## src/hw/rtl/heatmap_cell_box_decoder_assert.svh

```systemverilog
// assertion macros shared by the box decoder rtl
`ifndef HEATMAP_CELL_BOX_DECODER_ASSERT_SVH
`define HEATMAP_CELL_BOX_DECODER_ASSERT_SVH

// condition and consequence in the same cycle
`define HCBD_ASSERT_SAME(label, ante, cons, msg) \
	label: assert property (@(posedge clk) disable iff (!arst_n) (ante) |-> (cons)) \
		else $error(msg);

// consequence in the cycle after the condition
`define HCBD_ASSERT_NEXT(label, ante, cons, msg) \
	label: assert property (@(posedge clk) disable iff (!arst_n) (ante) |=> (cons)) \
		else $error(msg);

`endif

```

## src/hw/rtl/hcbd_pkg.sv

```systemverilog
// shared types and constants for the box decoder
`default_nettype none
package hcbd_pkg;

	localparam int GRID_WIDTH  = 16;
	localparam int GRID_HEIGHT = 12;
	localparam int COL_W = (GRID_WIDTH > 1) ? $clog2(GRID_WIDTH) : 1;
	localparam int ROW_W = (GRID_HEIGHT > 1) ? $clog2(GRID_HEIGHT) : 1;

	localparam int DIST_W   = 16;
	localparam int SCORE_W  = 16;
	localparam int PRODUCT_W = 2 * SCORE_W;
	localparam int ROOT_W   = PRODUCT_W / 2;
	localparam int STEP_CNT_W = $clog2(SCORE_W + 1);
	localparam int KEPT_W   = 8;
	localparam logic [KEPT_W-1:0] KEPT_MAX = {KEPT_W{1'b1}};

	localparam int THR_W   = 16;
	localparam int SCALE_W = 4;
	localparam int FRAME_W = 7;
	localparam int EDGE_W  = FRAME_W + 8;
	localparam int SIZE_W  = EDGE_W + 1;

	// signed widths of cell position plus distance, and after scaling
	localparam int POS_W  = ((COL_W > ROW_W) ? COL_W : ROW_W) + 8;
	localparam int SUM_W  = ((POS_W > DIST_W) ? POS_W : DIST_W) + 2;
	localparam int PROD_W = SUM_W + SCALE_W + 1;

	localparam int CFG_IDX_W  = 2;
	localparam int CFG_DATA_W = 16;

	localparam logic [THR_W-1:0]   THR_RESET    = THR_W'(18022);
	localparam logic [SCALE_W-1:0] SCALE_RESET  = SCALE_W'(2);
	localparam logic [FRAME_W-1:0] FWIDTH_RESET = FRAME_W'(32);
	localparam logic [FRAME_W-1:0] FHEIGHT_RESET = FRAME_W'(24);

	typedef enum logic [CFG_IDX_W-1:0] {
		CFG_THRESHOLD = 2'd0,
		CFG_SCALE     = 2'd1,
		CFG_FWIDTH    = 2'd2,
		CFG_FHEIGHT   = 2'd3
	} cfg_idx_t;

	typedef struct packed {
		logic [THR_W-1:0]   min_conf;
		logic [SCALE_W-1:0] scale_factor;
		logic [FRAME_W-1:0] frame_width;
		logic [FRAME_W-1:0] frame_height;
	} cfg_t;

	typedef enum logic [1:0] {
		ST_IDLE,
		ST_MUL,
		ST_ROOT,
		ST_DONE
	} state_t;

endpackage
`default_nettype wire

```

## src/hw/rtl/hcbd_serial_mul.sv

```systemverilog
// shift-and-add multiplier, one multiplier bit per cycle
`default_nettype none
module hcbd_serial_mul (
	input  wire logic                          clk,
	input  wire logic                          arst_n,
	input  wire logic                          start,
	input  wire logic [hcbd_pkg::SCORE_W-1:0]  mcand,
	input  wire logic [hcbd_pkg::SCORE_W-1:0]  mplier,
	output logic                               done,
	output logic [hcbd_pkg::PRODUCT_W-1:0]     product
);
	import hcbd_pkg::*;

	logic [SCORE_W-1:0]    mcand_q;
	logic [PRODUCT_W-1:0]  acc_q;
	logic [STEP_CNT_W-1:0] cnt_q;
	logic                  busy_q;
	logic                  done_q;
	logic [SCORE_W:0]      sum;

	// upper half plus the multiplicand when the low bit is set
	assign sum = {1'b0, acc_q[PRODUCT_W-1:SCORE_W]}
		+ (acc_q[0] ? {1'b0, mcand_q} : '0);

	always_ff @(posedge clk or negedge arst_n) begin
		if (!arst_n) begin
			busy_q <= 1'b0;
			done_q <= 1'b0;
			cnt_q  <= '0;
		end else begin
			done_q <= 1'b0;
			if (start) begin
				busy_q <= 1'b1;
				cnt_q  <= STEP_CNT_W'(SCORE_W);
			end else if (busy_q) begin
				cnt_q <= cnt_q - 1'b1;
				if (cnt_q == STEP_CNT_W'(1)) begin
					busy_q <= 1'b0;
					done_q <= 1'b1;
				end
			end
		end
	end

	always_ff @(posedge clk) begin
		if (start) begin
			mcand_q <= mcand;
			acc_q   <= {{SCORE_W{1'b0}}, mplier};
		end else if (busy_q) begin
			acc_q <= {sum, acc_q[SCORE_W-1:1]};
		end
	end

	assign done    = done_q;
	assign product = acc_q;

endmodule
`default_nettype wire

```

## src/hw/rtl/hcbd_isqrt.sv

```systemverilog
// digit-by-digit integer square root, one root bit per cycle
`default_nettype none
module hcbd_isqrt (
	input  wire logic                          clk,
	input  wire logic                          arst_n,
	input  wire logic                          start,
	input  wire logic [hcbd_pkg::PRODUCT_W-1:0] radicand,
	output logic                               done,
	output logic [hcbd_pkg::ROOT_W-1:0]        root
);
	import hcbd_pkg::*;

	localparam int REM_W = ROOT_W + 2;

	logic [PRODUCT_W-1:0]  rad_q;
	logic [REM_W-1:0]      rem_q;
	logic [ROOT_W-1:0]     root_q;
	logic [STEP_CNT_W-1:0] cnt_q;
	logic                  busy_q;
	logic                  done_q;
	logic [REM_W+1:0]      rem_sh;
	logic [REM_W+1:0]      trial;
	logic                  fits;

	// bring down the next two radicand bits and try root*4+1
	assign rem_sh = {rem_q, rad_q[PRODUCT_W-1:PRODUCT_W-2]};
	assign trial  = {2'b00, root_q, 2'b01};
	assign fits   = rem_sh >= trial;

	always_ff @(posedge clk or negedge arst_n) begin
		if (!arst_n) begin
			busy_q <= 1'b0;
			done_q <= 1'b0;
			cnt_q  <= '0;
		end else begin
			done_q <= 1'b0;
			if (start) begin
				busy_q <= 1'b1;
				cnt_q  <= STEP_CNT_W'(ROOT_W);
			end else if (busy_q) begin
				cnt_q <= cnt_q - 1'b1;
				if (cnt_q == STEP_CNT_W'(1)) begin
					busy_q <= 1'b0;
					done_q <= 1'b1;
				end
			end
		end
	end

	always_ff @(posedge clk) begin
		if (start) begin
			rad_q  <= radicand;
			rem_q  <= '0;
			root_q <= '0;
		end else if (busy_q) begin
			rad_q <= {rad_q[PRODUCT_W-3:0], 2'b00};
			if (fits) begin
				rem_q  <= REM_W'(rem_sh - trial);
				root_q <= {root_q[ROOT_W-2:0], 1'b1};
			end else begin
				rem_q  <= REM_W'(rem_sh);
				root_q <= {root_q[ROOT_W-2:0], 1'b0};
			end
		end
	end

	assign done = done_q;
	assign root = root_q;

endmodule
`default_nettype wire

```

## src/hw/rtl/hcbd_edge.sv

```systemverilog
// box edge arithmetic: offset, scale, clamp to the sensor frame, extent
`default_nettype none
module hcbd_edge (
	input  wire logic                              clk,
	input  wire logic                              load,
	input  wire hcbd_pkg::cfg_t                    cfg,
	input  wire logic [hcbd_pkg::COL_W-1:0]        col,
	input  wire logic [hcbd_pkg::ROW_W-1:0]        row,
	input  wire logic signed [hcbd_pkg::DIST_W-1:0] dist_left,
	input  wire logic signed [hcbd_pkg::DIST_W-1:0] dist_top,
	input  wire logic signed [hcbd_pkg::DIST_W-1:0] dist_right,
	input  wire logic signed [hcbd_pkg::DIST_W-1:0] dist_bottom,
	output logic [hcbd_pkg::EDGE_W-1:0]            edge_left,
	output logic [hcbd_pkg::EDGE_W-1:0]            edge_top,
	output logic signed [hcbd_pkg::SIZE_W-1:0]     extent_x,
	output logic signed [hcbd_pkg::SIZE_W-1:0]     extent_y
);
	import hcbd_pkg::*;

	function automatic logic [EDGE_W-1:0] clamp_edge(
		input logic signed [PROD_W-1:0] v,
		input logic [FRAME_W-1:0]       lim
	);
		logic signed [PROD_W-1:0] hi;
		hi = PROD_W'($signed({1'b0, lim, 8'h00}));
		if (v[PROD_W-1]) begin
			clamp_edge = '0;
		end else if (v > hi) begin
			clamp_edge = {lim, 8'h00};
		end else begin
			clamp_edge = v[EDGE_W-1:0];
		end
	endfunction

	logic signed [SUM_W-1:0]  cx, cy;
	logic signed [PROD_W-1:0] scale_s;
	logic signed [PROD_W-1:0] x0, x1, y0, y1;
	logic [EDGE_W-1:0]        x0_s1, x1_s1, y0_s1, y1_s1;

	always_comb begin
		cx      = SUM_W'($signed({1'b0, col, 8'h00}));
		cy      = SUM_W'($signed({1'b0, row, 8'h00}));
		scale_s = PROD_W'($signed({1'b0, cfg.scale_factor}));
		x0 = PROD_W'(cx - SUM_W'(dist_left)) * scale_s;
		x1 = PROD_W'(cx + SUM_W'(dist_right)) * scale_s;
		y0 = PROD_W'(cy - SUM_W'(dist_top)) * scale_s;
		y1 = PROD_W'(cy + SUM_W'(dist_bottom)) * scale_s;
	end

	always_ff @(posedge clk) begin
		if (load) begin
			x0_s1 <= clamp_edge(x0, cfg.frame_width);
			x1_s1 <= clamp_edge(x1, cfg.frame_width);
			y0_s1 <= clamp_edge(y0, cfg.frame_height);
			y1_s1 <= clamp_edge(y1, cfg.frame_height);
		end
	end

	// extents may go negative for an inverted box
	always_ff @(posedge clk) begin
		extent_x <= $signed({1'b0, x1_s1}) - $signed({1'b0, x0_s1});
		extent_y <= $signed({1'b0, y1_s1}) - $signed({1'b0, y0_s1});
	end

	assign edge_left = x0_s1;
	assign edge_top  = y0_s1;

endmodule
`default_nettype wire

```

## src/hw/rtl/heatmap_cell_box_decoder.sv

```systemverilog
// top level of the grid cell box decoder
// Takes one detector cell per transaction in raster order and returns one result per cell:
// a kept flag, the clamped box, its confidence, its slot among the boxes kept in the frame
// and an end-of-frame flag. Each accepted cell passes through the bit-serial score
// multiplier, then the bit-serial square root, with a hand-off between them, before the
// next cell can be accepted. The result sits in an output register,
// so the next cell is taken while the previous result still waits to be read; a finished
// cell holds in place only if that register is still full. Configuration registers are
// written through cfg_we/cfg_index/cfg_data and should only change while no cell is in
// flight.
`default_nettype none
module heatmap_cell_box_decoder (
	input  wire logic                                clk,
	input  wire logic                                arst_n,
	input  wire logic                                cfg_we,
	input  wire logic [hcbd_pkg::CFG_IDX_W-1:0]      cfg_index,
	input  wire logic [hcbd_pkg::CFG_DATA_W-1:0]     cfg_data,
	input  wire logic                                in_valid,
	output logic                                     in_ready,
	input  wire logic signed [hcbd_pkg::DIST_W-1:0]  dist_left,
	input  wire logic signed [hcbd_pkg::DIST_W-1:0]  dist_top,
	input  wire logic signed [hcbd_pkg::DIST_W-1:0]  dist_right,
	input  wire logic signed [hcbd_pkg::DIST_W-1:0]  dist_bottom,
	input  wire logic [hcbd_pkg::SCORE_W-1:0]        class_score,
	input  wire logic [hcbd_pkg::SCORE_W-1:0]        centerness,
	output logic                                     out_valid,
	input  wire logic                                out_ready,
	output logic                                     box_kept,
	output logic [hcbd_pkg::EDGE_W-1:0]              box_left,
	output logic [hcbd_pkg::EDGE_W-1:0]              box_top,
	output logic signed [hcbd_pkg::SIZE_W-1:0]       box_width,
	output logic signed [hcbd_pkg::SIZE_W-1:0]       box_height,
	output logic [hcbd_pkg::ROOT_W-1:0]              box_confidence,
	output logic [hcbd_pkg::KEPT_W-1:0]              box_index,
	output logic                                     frame_last
);
	import hcbd_pkg::*;

	`include "heatmap_cell_box_decoder_assert.svh"

	state_t              state_q, state_d;
	cfg_t                cfg_q;
	logic [COL_W-1:0]    col_q;
	logic [ROW_W-1:0]    row_q;
	logic [KEPT_W-1:0]   kept_cnt_q;
	logic                kept_q;
	logic                out_valid_q;

	logic                in_fire;
	logic                out_free;
	logic                sqrt_start;
	logic                finish;
	logic                last_w;
	logic                score_done, thr_done, sqrt_done;
	logic [PRODUCT_W-1:0] score_prod, thr_prod;
	logic [ROOT_W-1:0]   root;
	logic [EDGE_W-1:0]   edge_left, edge_top;
	logic signed [SIZE_W-1:0] extent_x, extent_y;

	logic                box_kept_q;
	logic [EDGE_W-1:0]   box_left_q, box_top_q;
	logic signed [SIZE_W-1:0] box_width_q, box_height_q;
	logic [ROOT_W-1:0]   box_conf_q;
	logic [KEPT_W-1:0]   box_index_q;
	logic                frame_last_q;

	assign in_fire  = in_valid && in_ready;
	assign out_free = !out_valid_q || out_ready;
	assign last_w   = (col_q == COL_W'(GRID_WIDTH - 1)) && (row_q == ROW_W'(GRID_HEIGHT - 1));

	hcbd_serial_mul u_score_mul (
		.clk     (clk),
		.arst_n  (arst_n),
		.start   (in_fire),
		.mcand   (class_score),
		.mplier  (centerness),
		.done    (score_done),
		.product (score_prod)
	);

	hcbd_serial_mul u_thr_mul (
		.clk     (clk),
		.arst_n  (arst_n),
		.start   (in_fire),
		.mcand   (cfg_q.min_conf),
		.mplier  (cfg_q.min_conf),
		.done    (thr_done),
		.product (thr_prod)
	);

	hcbd_isqrt u_isqrt (
		.clk      (clk),
		.arst_n   (arst_n),
		.start    (sqrt_start),
		.radicand (score_prod),
		.done     (sqrt_done),
		.root     (root)
	);

	hcbd_edge u_edge (
		.clk         (clk),
		.load        (in_fire),
		.cfg         (cfg_q),
		.col         (col_q),
		.row         (row_q),
		.dist_left   (dist_left),
		.dist_top    (dist_top),
		.dist_right  (dist_right),
		.dist_bottom (dist_bottom),
		.edge_left   (edge_left),
		.edge_top    (edge_top),
		.extent_x    (extent_x),
		.extent_y    (extent_y)
	);

	always_ff @(posedge clk or negedge arst_n) begin
		if (!arst_n) begin
			state_q <= ST_IDLE;
		end else begin
			state_q <= state_d;
		end
	end

	always_comb begin
		state_d    = state_q;
		in_ready   = 1'b0;
		sqrt_start = 1'b0;
		finish     = 1'b0;
		case (state_q)
			ST_IDLE: begin
				in_ready = 1'b1;
				if (in_valid) begin
					state_d = ST_MUL;
				end
			end
			ST_MUL: begin
				if (score_done && thr_done) begin
					sqrt_start = 1'b1;
					state_d    = ST_ROOT;
				end
			end
			ST_ROOT: begin
				if (sqrt_done) begin
					if (out_free) begin
						finish  = 1'b1;
						state_d = ST_IDLE;
					end else begin
						state_d = ST_DONE;
					end
				end
			end
			ST_DONE: begin
				if (out_free) begin
					finish  = 1'b1;
					state_d = ST_IDLE;
				end
			end
			default: begin
				state_d = ST_IDLE;
			end
		endcase
	end

	// configuration registers
	always_ff @(posedge clk or negedge arst_n) begin
		if (!arst_n) begin
			cfg_q.min_conf     <= THR_RESET;
			cfg_q.scale_factor <= SCALE_RESET;
			cfg_q.frame_width  <= FWIDTH_RESET;
			cfg_q.frame_height <= FHEIGHT_RESET;
		end else if (cfg_we) begin
			case (cfg_index)
				CFG_THRESHOLD: cfg_q.min_conf     <= cfg_data[THR_W-1:0];
				CFG_SCALE:     cfg_q.scale_factor <= cfg_data[SCALE_W-1:0];
				CFG_FWIDTH:    cfg_q.frame_width  <= cfg_data[FRAME_W-1:0];
				CFG_FHEIGHT:   cfg_q.frame_height <= cfg_data[FRAME_W-1:0];
				default: begin
				end
			endcase
		end
	end

	// grid position and kept count advance when a result is handed over
	always_ff @(posedge clk or negedge arst_n) begin
		if (!arst_n) begin
			col_q       <= '0;
			row_q       <= '0;
			kept_cnt_q  <= '0;
			kept_q      <= 1'b0;
			out_valid_q <= 1'b0;
		end else begin
			if (sqrt_start) begin
				kept_q <= score_prod >= thr_prod;
			end
			if (finish) begin
				out_valid_q <= 1'b1;
				if (col_q == COL_W'(GRID_WIDTH - 1)) begin
					col_q <= '0;
					if (last_w) begin
						row_q      <= '0;
						kept_cnt_q <= '0;
					end else begin
						row_q <= row_q + 1'b1;
						if (kept_q && kept_cnt_q != KEPT_MAX) begin
							kept_cnt_q <= kept_cnt_q + 1'b1;
						end
					end
				end else begin
					col_q <= col_q + 1'b1;
					if (kept_q && kept_cnt_q != KEPT_MAX) begin
						kept_cnt_q <= kept_cnt_q + 1'b1;
					end
				end
			end else if (out_ready) begin
				out_valid_q <= 1'b0;
			end
		end
	end

	always_ff @(posedge clk) begin
		if (finish) begin
			box_kept_q   <= kept_q;
			box_left_q   <= kept_q ? edge_left : '0;
			box_top_q    <= kept_q ? edge_top : '0;
			box_width_q  <= kept_q ? extent_x : '0;
			box_height_q <= kept_q ? extent_y : '0;
			box_conf_q   <= kept_q ? root : '0;
			box_index_q  <= kept_cnt_q;
			frame_last_q <= last_w;
		end
	end

	assign out_valid      = out_valid_q;
	assign box_kept       = box_kept_q;
	assign box_left       = box_left_q;
	assign box_top        = box_top_q;
	assign box_width      = box_width_q;
	assign box_height     = box_height_q;
	assign box_confidence = box_conf_q;
	assign box_index      = box_index_q;
	assign frame_last     = frame_last_q;

	`HCBD_ASSERT_NEXT(a_busy_after_accept, in_fire, !in_ready, "cell accepted while one in flight")
	`HCBD_ASSERT_NEXT(a_result_follows_finish, finish, out_valid, "finished cell gave no result")
	`HCBD_ASSERT_NEXT(a_frame_end_clears, finish && last_w,
		kept_cnt_q == '0 && col_q == '0 && row_q == '0, "frame state not cleared at frame end")
	`HCBD_ASSERT_SAME(a_dropped_cell_blank, out_valid && !box_kept,
		box_confidence == '0 && box_left == '0 && box_width == '0, "dropped cell carries a box")

endmodule
`default_nettype wire
```

## config.mk

```make
export PLATFORM = sky130hd
export DESIGN_NAME = heatmap_cell_box_decoder
export DESIGN_NICKNAME = d
export VERILOG_FILES = /design/src/hw/rtl/hcbd_pkg.sv /design/src/hw/rtl/hcbd_serial_mul.sv /design/src/hw/rtl/hcbd_isqrt.sv /design/src/hw/rtl/hcbd_edge.sv /design/src/hw/rtl/heatmap_cell_box_decoder.sv
export VERILOG_INCLUDE_DIRS = /design/src /design/src/hw/rtl
export SDC_FILE = /design/constraint.sdc
export NUM_CORES = 1
export LEC_CHECK = 0
export BUFFER_PORTS_ARGS = -buffer_cell sky130_fd_sc_hd__buf_2
export CAP_MARGIN = 20
export CELL_PAD_IN_SITES_DETAIL_PLACEMENT = 1
export CELL_PAD_IN_SITES_GLOBAL_PLACEMENT = 2
export CORE_MARGIN = 8
export CORE_UTILIZATION = 40
export CTS_BUF_LIST = sky130_fd_sc_hd__clkbuf_16
export DETAILED_ROUTE_END_ITERATION = 7
export PLACE_DENSITY = 0.91
export RECOVER_POWER = 50
export SYNTH_ARGS = -nofsm -noshare
export SYNTH_HDL_FRONTEND = slang
export SYNTH_SLANG_ARGS = --single-unit
```

## constraint.sdc

```tcl
create_clock -name clk -period 9.5 [get_ports clk]
set_input_delay 0.475 -clock clk [delete_from_list [all_inputs] [get_ports clk]]
set_output_delay 0.475 -clock clk [all_outputs]
set_load 0.02 [all_outputs]
```

### Yosys cells after proc, flatten, opt, wreduce, memory -nomap -nowiden

Index checks and enable logic that the tools add are counted.
Widths: inputs -> output; s select.

| word-level totals | value |
|---|---|
| bits in registers | 417 |
| input bits | 119 |
| word-level logic and storage cells | 166 |

| cells by class | value |
|---|---|
| add/sub/neg operators | 15 |
| $mul | 4 |
| $lt $le $gt $ge | 6 |
| equal/unequal tests | 16 |
| multiplexer cells | 57 |
| reductions and logical operators | 22 |

Operators by type and width:

| kind | count |
|---|---|
| $mux 16 | 6 |
| $gt 23x16->1 | 4 |
| $mul 23x5->23 | 4 |
| $mux 32 | 2 |
| $mux 15 | 4 |
| $add 13x16->17 | 2 |
| $add 16x16->17 | 2 |
| $sub 13x16->17 | 2 |
| $ge 32x32->1 | 1 |
| $sub 15x15->16 | 2 |
| $mux 5 | 6 |
| $mux 1 | 26 |
| $mux 8 | 3 |
| $ge 20x18->1 | 1 |
| $mux 18 | 1 |
| $sub 18x18->18 | 1 |
| $eq 5x1->1 const B | 3 |
| $sub 5x1->5 const B | 3 |
| $mux 2 | 5 |
| $reduce_and 2->1 | 5 |
| $add 4x1->4 const B | 2 |
| $add 8x1->8 const B | 1 |
| $eq 2x2->1 const B | 4 |
| $eq 4x4->1 const B | 2 |
| other kinds (14) | 28 |

### Logic depth before layout (Yosys ltp)

Gate-level depths: netlist of the first run.

| logic depth | value |
|---|---|
| depth in word-level cells | 6 |
| mapped depth | 30 |
| mapped depth without buffers | 29 |

### Modules after synthesis

Synthesis of the first run repeated with hierarchy kept, for this count alone.

| unflattened totals | value |
|---|---|
| cells, all modules | 3,454 |
| area, all modules | 33,563.4 µm² |

By module, submodules not included:

| module | times used | cells an instance | area each (µm²) | seq. area each (µm²) |
|---|---|---|---|---|
| hcbd_edge | 1 | 2,076 | 17,249.0 | 2,442.3 |
| heatmap_cell_box_decoder | 1 | 462 | 6,249.7 | 4,007.6 |
| hcbd_serial_mul | 2 | 268 | 3,005.4 | 1,456.4 |
| hcbd_isqrt | 1 | 380 | 4,053.9 | 1,816.7 |

### Least setup slack after synthesis of the first run

No wires, ideal clock.

| timing | value |
|---|---|
| kind | input to register |
| from | in dist_left[8] in the netlist's numbering |
| to | reg u_edge.x0_s1[12] (netlist: u_edge.edge_left[12]), data pin |
| arrival | 6.586 ns |
| required time | 9.246 ns |
| slack | 2.659 ns |
| stages | 27 |
| path buffers | 1 |
| cells stage by stage | inv_1 > ha_1 > nor3b_1 > a31oi_1 > xnor2_1 > and2_1 > ha_1 > fa_1 > inv_1 > fa_1 > inv_1 > ha_1 > a21oi_1 > nand2_1 > o311ai_4 > o21ai_0 > xor2_1 > ha_1 > nand2_1 > a2111oi_0 > nand4_1 > a2111oi_2 > o2111ai_1 > nor4b_4 > buf_6 > mux2i_1 > nor2_1 |

| between the ends | value |
|---|---|
| longest elaborated chain between the ends | 4 |

RTL lines:

| what | line | source |
|---|---|---|
| start: declaration | heatmap_cell_box_decoder.sv:20 | `input wire logic signed [hcbd_pkg::DIST_W-1:0] dist_left,` |
| $sub 13x16->17 * | hcbd_edge.sv:44 | `x0 = PROD_W'(cx - SUM_W'(dist_left)) * scale_s;` |
| $mul 23x5->23 * | hcbd_edge.sv:44 |  |
| $gt 23x16->1 | hcbd_edge.sv:28 | `end else if (v > hi) begin` |
| $mux 15 | hcbd_edge.sv:28 |  |
| end signal: assignment | hcbd_edge.sv:52 | `x0_s1 <= clamp_edge(x0, cfg.frame_width);` |
| end: declaration | hcbd_edge.sv:38 | `logic [EDGE_W-1:0] x0_s1, x1_s1, y0_s1, y1_s1;` |

Every way passes the cells marked *; elsewhere a longest branch is shown, timed or not.
A chain may end at the register's enable or synchronous reset.

### Worst setup path after layout of the first run

| timing | value |
|---|---|
| from | reg cfg_q[17] in the netlist's numbering |
| to | reg u_edge.x0_s1[12] (netlist: u_edge.edge_left[12]), data pin |

| between the ends | value |
|---|---|
| longest elaborated chain between the ends | 3 |

RTL lines:

| what | line | source |
|---|---|---|
| start: declaration | heatmap_cell_box_decoder.sv:42 | `cfg_t cfg_q;` |
| $mul 23x5->23 * | hcbd_edge.sv:44 |  |
| $gt 23x16->1 | hcbd_edge.sv:28 |  |
| $mux 15 | hcbd_edge.sv:28 |  |

Marked as above.

==> impl_metrics.ini, run 1 <==
[critical_path]
worstPathRequired_ns = 9.85
crit_type = reg2reg
crit_path_top_delay_cell = dfrtp_1
critical_path_arrival_ns = 8.17
worst_path_largest_cell_delay_ns = 1.49
worst-path-max-fanout = 52
cp-startpoint = cfg_q[17]
cp-start-kind = register
endpoint_kind = register
cp_common_cell = ha_1
crit_family = simple AND/OR/NAND/NOR gates
crit_buf_inv = 2
timing.rr.start = cfg_q[17]
crit_chain = and2_1, ha_1, fa_1, inv_1, fa_1, inv_1, ha_1, o21ai_1, nor4_1, nor3_2, o31ai_1, a21oi_1, xnor2_1, ha_1, nand2_1, a2111oi_0, nand4_1, a2111oi_2, o2111ai_1, nor4b_4, mux2i_1, nor2_1

[sta]
finalWorstSetupSlack_ns = 1.68
setup_violations = 0
min_period_ns = 7.82
fmax_mhz = 128
skew_ns = 0.0306
maxSlewViolCount = 418
worst_pin_slew_ns = 4.06
period_share_pct = 82.3
finalSetupTns_ns = 0
slew_headroom_pct = -171
hold_viol = 0
rsz0062_at_grt = no

[clock_tree]
cts_root_buf = clkbuf_16
htree_levels = 2
cts_buffers = 49
path_clk_slew_ns = 0.06
clock_tree.buffer_depth = 3
clock_latency_ns = 0.61
cts_tree = done
post_cts_buffers = 0
cts.sinks = 417

[floorplanning]
start_util_pct = 40.2
fp.dieW_um = 303
core_area_sq_um = 81700
rows = 105
dieArea_sq_um = 91600
fp.dieH_um = 303
io-pin-count = 209

[drt]
wl_per_cell_um = 18.4
vias = 24900
drt-total-wl_um = 88300
via_per_inst = 5.20
first_iter_violations = 962
drc = 0
ant_nets = 0
dr.pass1.iters = 4

[final_layout]
multi_input_area_sq_um = 19600
finalNonFillerCells = 4796
area_growth_pct = 11.2
seqCellArea_sq_um = 11200
utilization_pct = 44.7
final_cell_area_sq_um = 36600
drive_above_1_share_pct = 7.72
fin_nets = 4286
fill_cells = 9439

[logic_synthesis]
synthCells = 3488
synth.ff_latch_count = 417
syn-num-nets = 4097
synth.distinct_cells = 93
ys_warn_count = 0
synth_edf_count = 244
synth_seq_area_share_pct = 34.0
syn_area_sq_um = 32900
synthArstFlopShare_pct = 18.0
syn_area_per_cell_sq_um = 9.42
yosys_most_used_dff = edfxtp_1

[grt]
grtUsageTotal_pct = 19.2
grt_max_degree = 82
gr-total-overflow = 0
grt_first_pass_wirelength_um = 143000
grt_pass1_vias = 26800
grt_antenna_before_repair = 16

[place]
dp_cells = 4693
dpl_cell_area_sq_um = 35000
dpl.hpwl_um = 70000
numPortBuffers = 208
place_ws_ns = 1.54
place.gp.congestion = 0.838

[pwr]
power.density_nw_per_um2 = 305
ir_drop_mv = 0.159
p_leak_nw = 16.8

[run]
cap_violations = 9

[outcome]
outcome = complete, but fails checks
violations = capacitance limit, slew limit

[worst_hold_path]
min_path_type = in2reg
hp-start = class_score[0]
[worst reg2reg max path, stage by stage (launching register included)]
cell	delay (ns)
dfrtp_1	1.49
and2_1	0.31
ha_1	0.26
fa_1	0.54
inv_1	0.05
fa_1	0.52
inv_1	0.04
ha_1	0.35
o21ai_1	0.13
nor4_1	0.43
nor3_2	0.15
o31ai_1	0.22
a21oi_1	0.11
xnor2_1	0.18
ha_1	0.29
nand2_1	0.06
a2111oi_0	0.39
nand4_1	0.17
a2111oi_2	0.40
o2111ai_1	0.23
nor4b_4	0.90
mux2i_1	0.30
nor2_1	0.06
[where the power goes]
part / switching, W / internal, W / total (W)
logic: 0.00383 / 0.00263 / 0.00646
clock network: 0.000827 / 0.00111 / 0.00194
registers: 0.000353 / 0.00238 / 0.00273
[synth_stat cells (all sizes together) (14+ instances only)]
master / number / area (sq um)
a211oi: 28 / 220
a21o: 59 / 444
a21oi: 160 / 808
a31oi: 20 / 125
and2: 292 / 1830
and3: 21 / 133
clkbuf: 80 / 310
dfrtp: 64 / 1600
dfxtp: 98 / 1960
edfxtp: 244 / 7330
fa: 150 / 3000
ha: 340 / 4250
inv: 462 / 1730
mux2: 41 / 462
mux2i: 62 / 621
nand2: 336 / 1260
nand2b: 38 / 238
nand3: 46 / 230
nand4: 18 / 113
nor2: 205 / 769
nor2b: 71 / 444
nor3: 57 / 295
nor3b: 14 / 110
nor4: 16 / 115
o21a: 30 / 225
o21ai: 151 / 756
o21bai: 14 / 105
or3: 19 / 119
xnor2: 114 / 998
xor2: 55 / 482
[metal layers]
metal | track usage (%) | vias to the layer above | share of wire (%)
met5 | 0 | - | 0.029
met4 | 5.18 | 4 | 2.7
met3 | 3.14 | 136 | 4.4
met2 | 33.3 | 354 | 48
met1 | 24.7 | 12300 | 45
li1 | - | 12200 | -
[per-stage QoR]
stage               hold slack [ns]  total power, W
floorplan                     0.179         0.00755
global placement              0.330         0.00901
detailed placement            0.332         0.00922
CTS                          0.0279          0.0113
global route                 0.0345          0.0122
finish                       0.0639          0.0111
[logic make-up after synthesis]
logic type,synth area share [%]
buffers and inverters,6.44
xor gates and xnor gates,4.50
DFF,34.0
and+or+nand+nor,18.4
AOI/OAI and AO/OA,11.2
adders and majority gates,22.1
muxes,3.29
[final timing paths]
kind | cells past startpoint | to | slack [ns]
worst max-delay path | 22 | u_edge.edge_left[12] | 1.68
min in group asynchronous | 2 | kept_cnt_q[2] | 0.46
worst min-delay path | 1 | u_score_mul.mcand_q[0] | 0.06
worst max register to register | 22 | u_edge.edge_left[12] | 1.68
max in group asynchronous | 3 | u_isqrt.busy_q | 4.46
worst min register to register | 2 | u_isqrt.rem_q[17] | 0.46
[sequential cells by signal (all words and copies together) (netlist names), 18 cells and up]
register / flops
u_score_mul.product: 32
u_isqrt.rad_q: 32
u_thr_mul.product: 32
u_isqrt.rem_q: 18
cfg_q: 34
[cell type report]
class	count	share of cell area, %
Multi-Input combinational cell	2517	53.5
Sequential cell	417	30.6
Inverter	462	4.75
Tap cell	1070	3.66
Clock buffer	49	3.35
Timing Repair Buffer	230	2.91
Clock inverter	42	1.13
Antenna cell	9	0.0616
[layout by cell type (no fill, tap or decap), types with 57 or more instances in the layout]
cell type  Yosys  layout
and2_0         1      57
o21ai_0      148     148
fa_1         150     150
nand2_1      336     336
and2_1       291     235
ha_1         340     340
nor2b_1       71      71
edfxtp_1     244     244
clkbuf_1      79     102
dfrtp_1       64      62
inv_1        461     465
xnor2_1      114     114
a21o_1        58      58
nor2_1       205     205
buf_2          3     114
a21oi_1      158     158
dfxtp_1       98      98
mux2i_1       62      62
[what timing repair did]
action | CTS | global route
endpoints found under the hold margin | 11 | 0
resized for setup | 0 | 0
hold buffers | 1 | 0
Power figures use the tool's default switching activity.
==> run 2, diff against run 1 <==
Clock period 9.5 ns to 7.87 ns, I/O delays scaled along.
==> impl_metrics.ini, run 2 (synthesis results as in run 1) <==
[sta]
finalWorstSetupSlack_ns = 0.486
finalSetupTns_ns = 0
period_share_pct = 93.8
slew_headroom_pct = -187
min_period_ns = 7.38
setup_violations = 0
maxSlewViolCount = 370
skew_ns = 0.0390
fmax_mhz = 135
rsz0062_at_grt = no
worst_pin_slew_ns = 4.28
hold_viol = 0

[drt]
via_per_inst = 5.18
first_iter_violations = 942
ant_nets = 0
drc = 0
dr.pass1.iters = 5
wl_per_cell_um = 18.4
drt-total-wl_um = 88900
vias = 25000

[outcome]
violations = capacitance limit, slew limit
outcome = complete, but fails checks

[critical_path]
crit_buf_inv = 2
cp_common_cell = ha_1
cp-start-kind = register
endpoint_kind = register
r2r_end = u_edge.edge_top[8]
r2r_setup_slack_ns = 0.49
worstPathRequired_ns = 8.30
critical_path_arrival_ns = 7.82
crit_family = simple AND/OR/NAND/NOR gates
worst_path_largest_cell_delay_ns = 0.54
reg2reg_depth = 28
worst-path-max-fanout = 8
crit_path_top_delay_cell = fa_1
timing.rr.start = row_q[0]
crit_type = reg2reg

[final_layout]
largest-register = cfg_q
largest_reg_flops = 34
area_growth_pct = 12.3
finalNonFillerCells = 4837
utilization_pct = 45.2
drive_above_1_share_pct = 8.01
fin_nets = 4325
final_cell_mix = inv_1 (469), ha_1 (340), nand2_1 (336)
layout.cells.most_common = inv_1

[floorplanning]
rows = 105
fp.dieH_um = 303
fp.dieW_um = 303
io-pin-count = 209
dieArea_sq_um = 91600
core_area_sq_um = 81700
start_util_pct = 40.2

[grt]
gr-total-overflow = 0
grt_max_degree = 112
grt_antenna_before_repair = 17
grt_pass1_vias = 26900
grtUsageTotal_pct = 19.3
grt_first_pass_wirelength_um = 144000

[clock_tree]
cts_tree = done
cts_buffers = 50
clock_tree.buffer_depth = 3
post_cts_buffers = 0
cts_root_buf = clkbuf_16
htree_levels = 2
clock_latency_ns = 0.62
cts.sinks = 417
path_clk_slew_ns = 0.06

[worst_hold_path]
min_path_type = in2reg
hold_path_end = u_score_mul.product[12]
min_path_cells = 3
hp-start = centerness[12]

[place]
place_ws_ns = 0.367
place.gp.congestion = 0.868
dpl.hpwl_um = 70400
dp_cells = 4702
numPortBuffers = 208

[pwr]
ir_drop_mv = 0.219
p_leak_nw = 17.0
power.density_nw_per_um2 = 362
pwr-share-comb_pct = 58.5
internal_power_w = 0.00732
finalPower_w = 0.0134
swShare_pct = 45.2
p_clk_share_pct = 16.8
p_switching_w = 0.00605
power_frac_seq_pct = 24.7

[run]
cap_violations = 6
run 2: changes by cell type in the layout (fill, tap and decap cells not counted), moves of 3 or more:
| cell | change |
|---|---|
| dlygate4sd3_1 | +29 |
| buf_4 | +9 |
| bufinv_16 | -5 |
| and2_0 | -4 |
| and2_1 | +4 |
| inv_1 | +4 |
| clkbuf_16 | +3 |
run 2: how the worst max path moves through the flow:
stage / startpoint / to / slack, ns / cells past startpoint
after CTS: row_q[0] / u_edge.edge_top[8] / 0.48 / 28
after global routing: row_q[0] / u_edge.edge_top[8] / 0.06 / 28
after detailed placement: dist_top[2] / u_edge.edge_top[8] / 0.37 / 28
final: row_q[0] / u_edge.edge_top[8] / 0.49 / 28
after floorplan: col_q[0] / u_edge.edge_left[12] / 1.09 / 26
after global placement: dist_top[2] / u_edge.edge_top[8] / 0.71 / 28
run 2: repair_timing:
action	CTS	global route
setup endpoints to repair	0	8
hold endpoints to repair	38	0
hold buffers	30	0
resized for setup	0	2
run 2: metal layers:
layer / track usage [%] / routed length (um) / share of wire [%]
met1: 25.1 / 40500 / 46
met4: 4.72 / 2340 / 2.6
met5: 0 / 49 / 0.055
met3: 3.04 / 3930 / 4.4
met2: 33.4 / 42100 / 47
run 2: power by group through the flow:
stage               Combinational, W  Sequential, W  Clock, W
floorplan                    0.00598        0.00314         0
global placement             0.00760        0.00333         0
detailed placement           0.00779        0.00335         0
CTS                          0.00786        0.00331   0.00232
global route                 0.00891        0.00337   0.00239
finish                       0.00782        0.00330   0.00225
run 2: final cells by class:
cell class / count / area, sq um
multi-input combinational: 2517 / 19600
fill: 9461 / 44800
antenna: 9 / 22.5
inverter: 462 / 1740
clock buffer: 52 / 1300
sequential: 417 / 11200
timing repair buffer: 268 / 1440
clock inverter: 42 / 308
tap: 1070 / 1340
run 2: per-stage QoR:
step / hold WS [ns] / area, sq um
after global placement: 0.234 / 35100
after detailed placement: 0.234 / 35100
after floorplan: 0.0979 / 32900
after global routing: 0.0233 / 36900
final: 0.0410 / 36900
after CTS: 0.00167 / 37000
run 2: worst min-delay path, cell delays in order:
cell     delay [ns]
buf_2          0.07
nand2_1        0.04
nand2_1        0.05
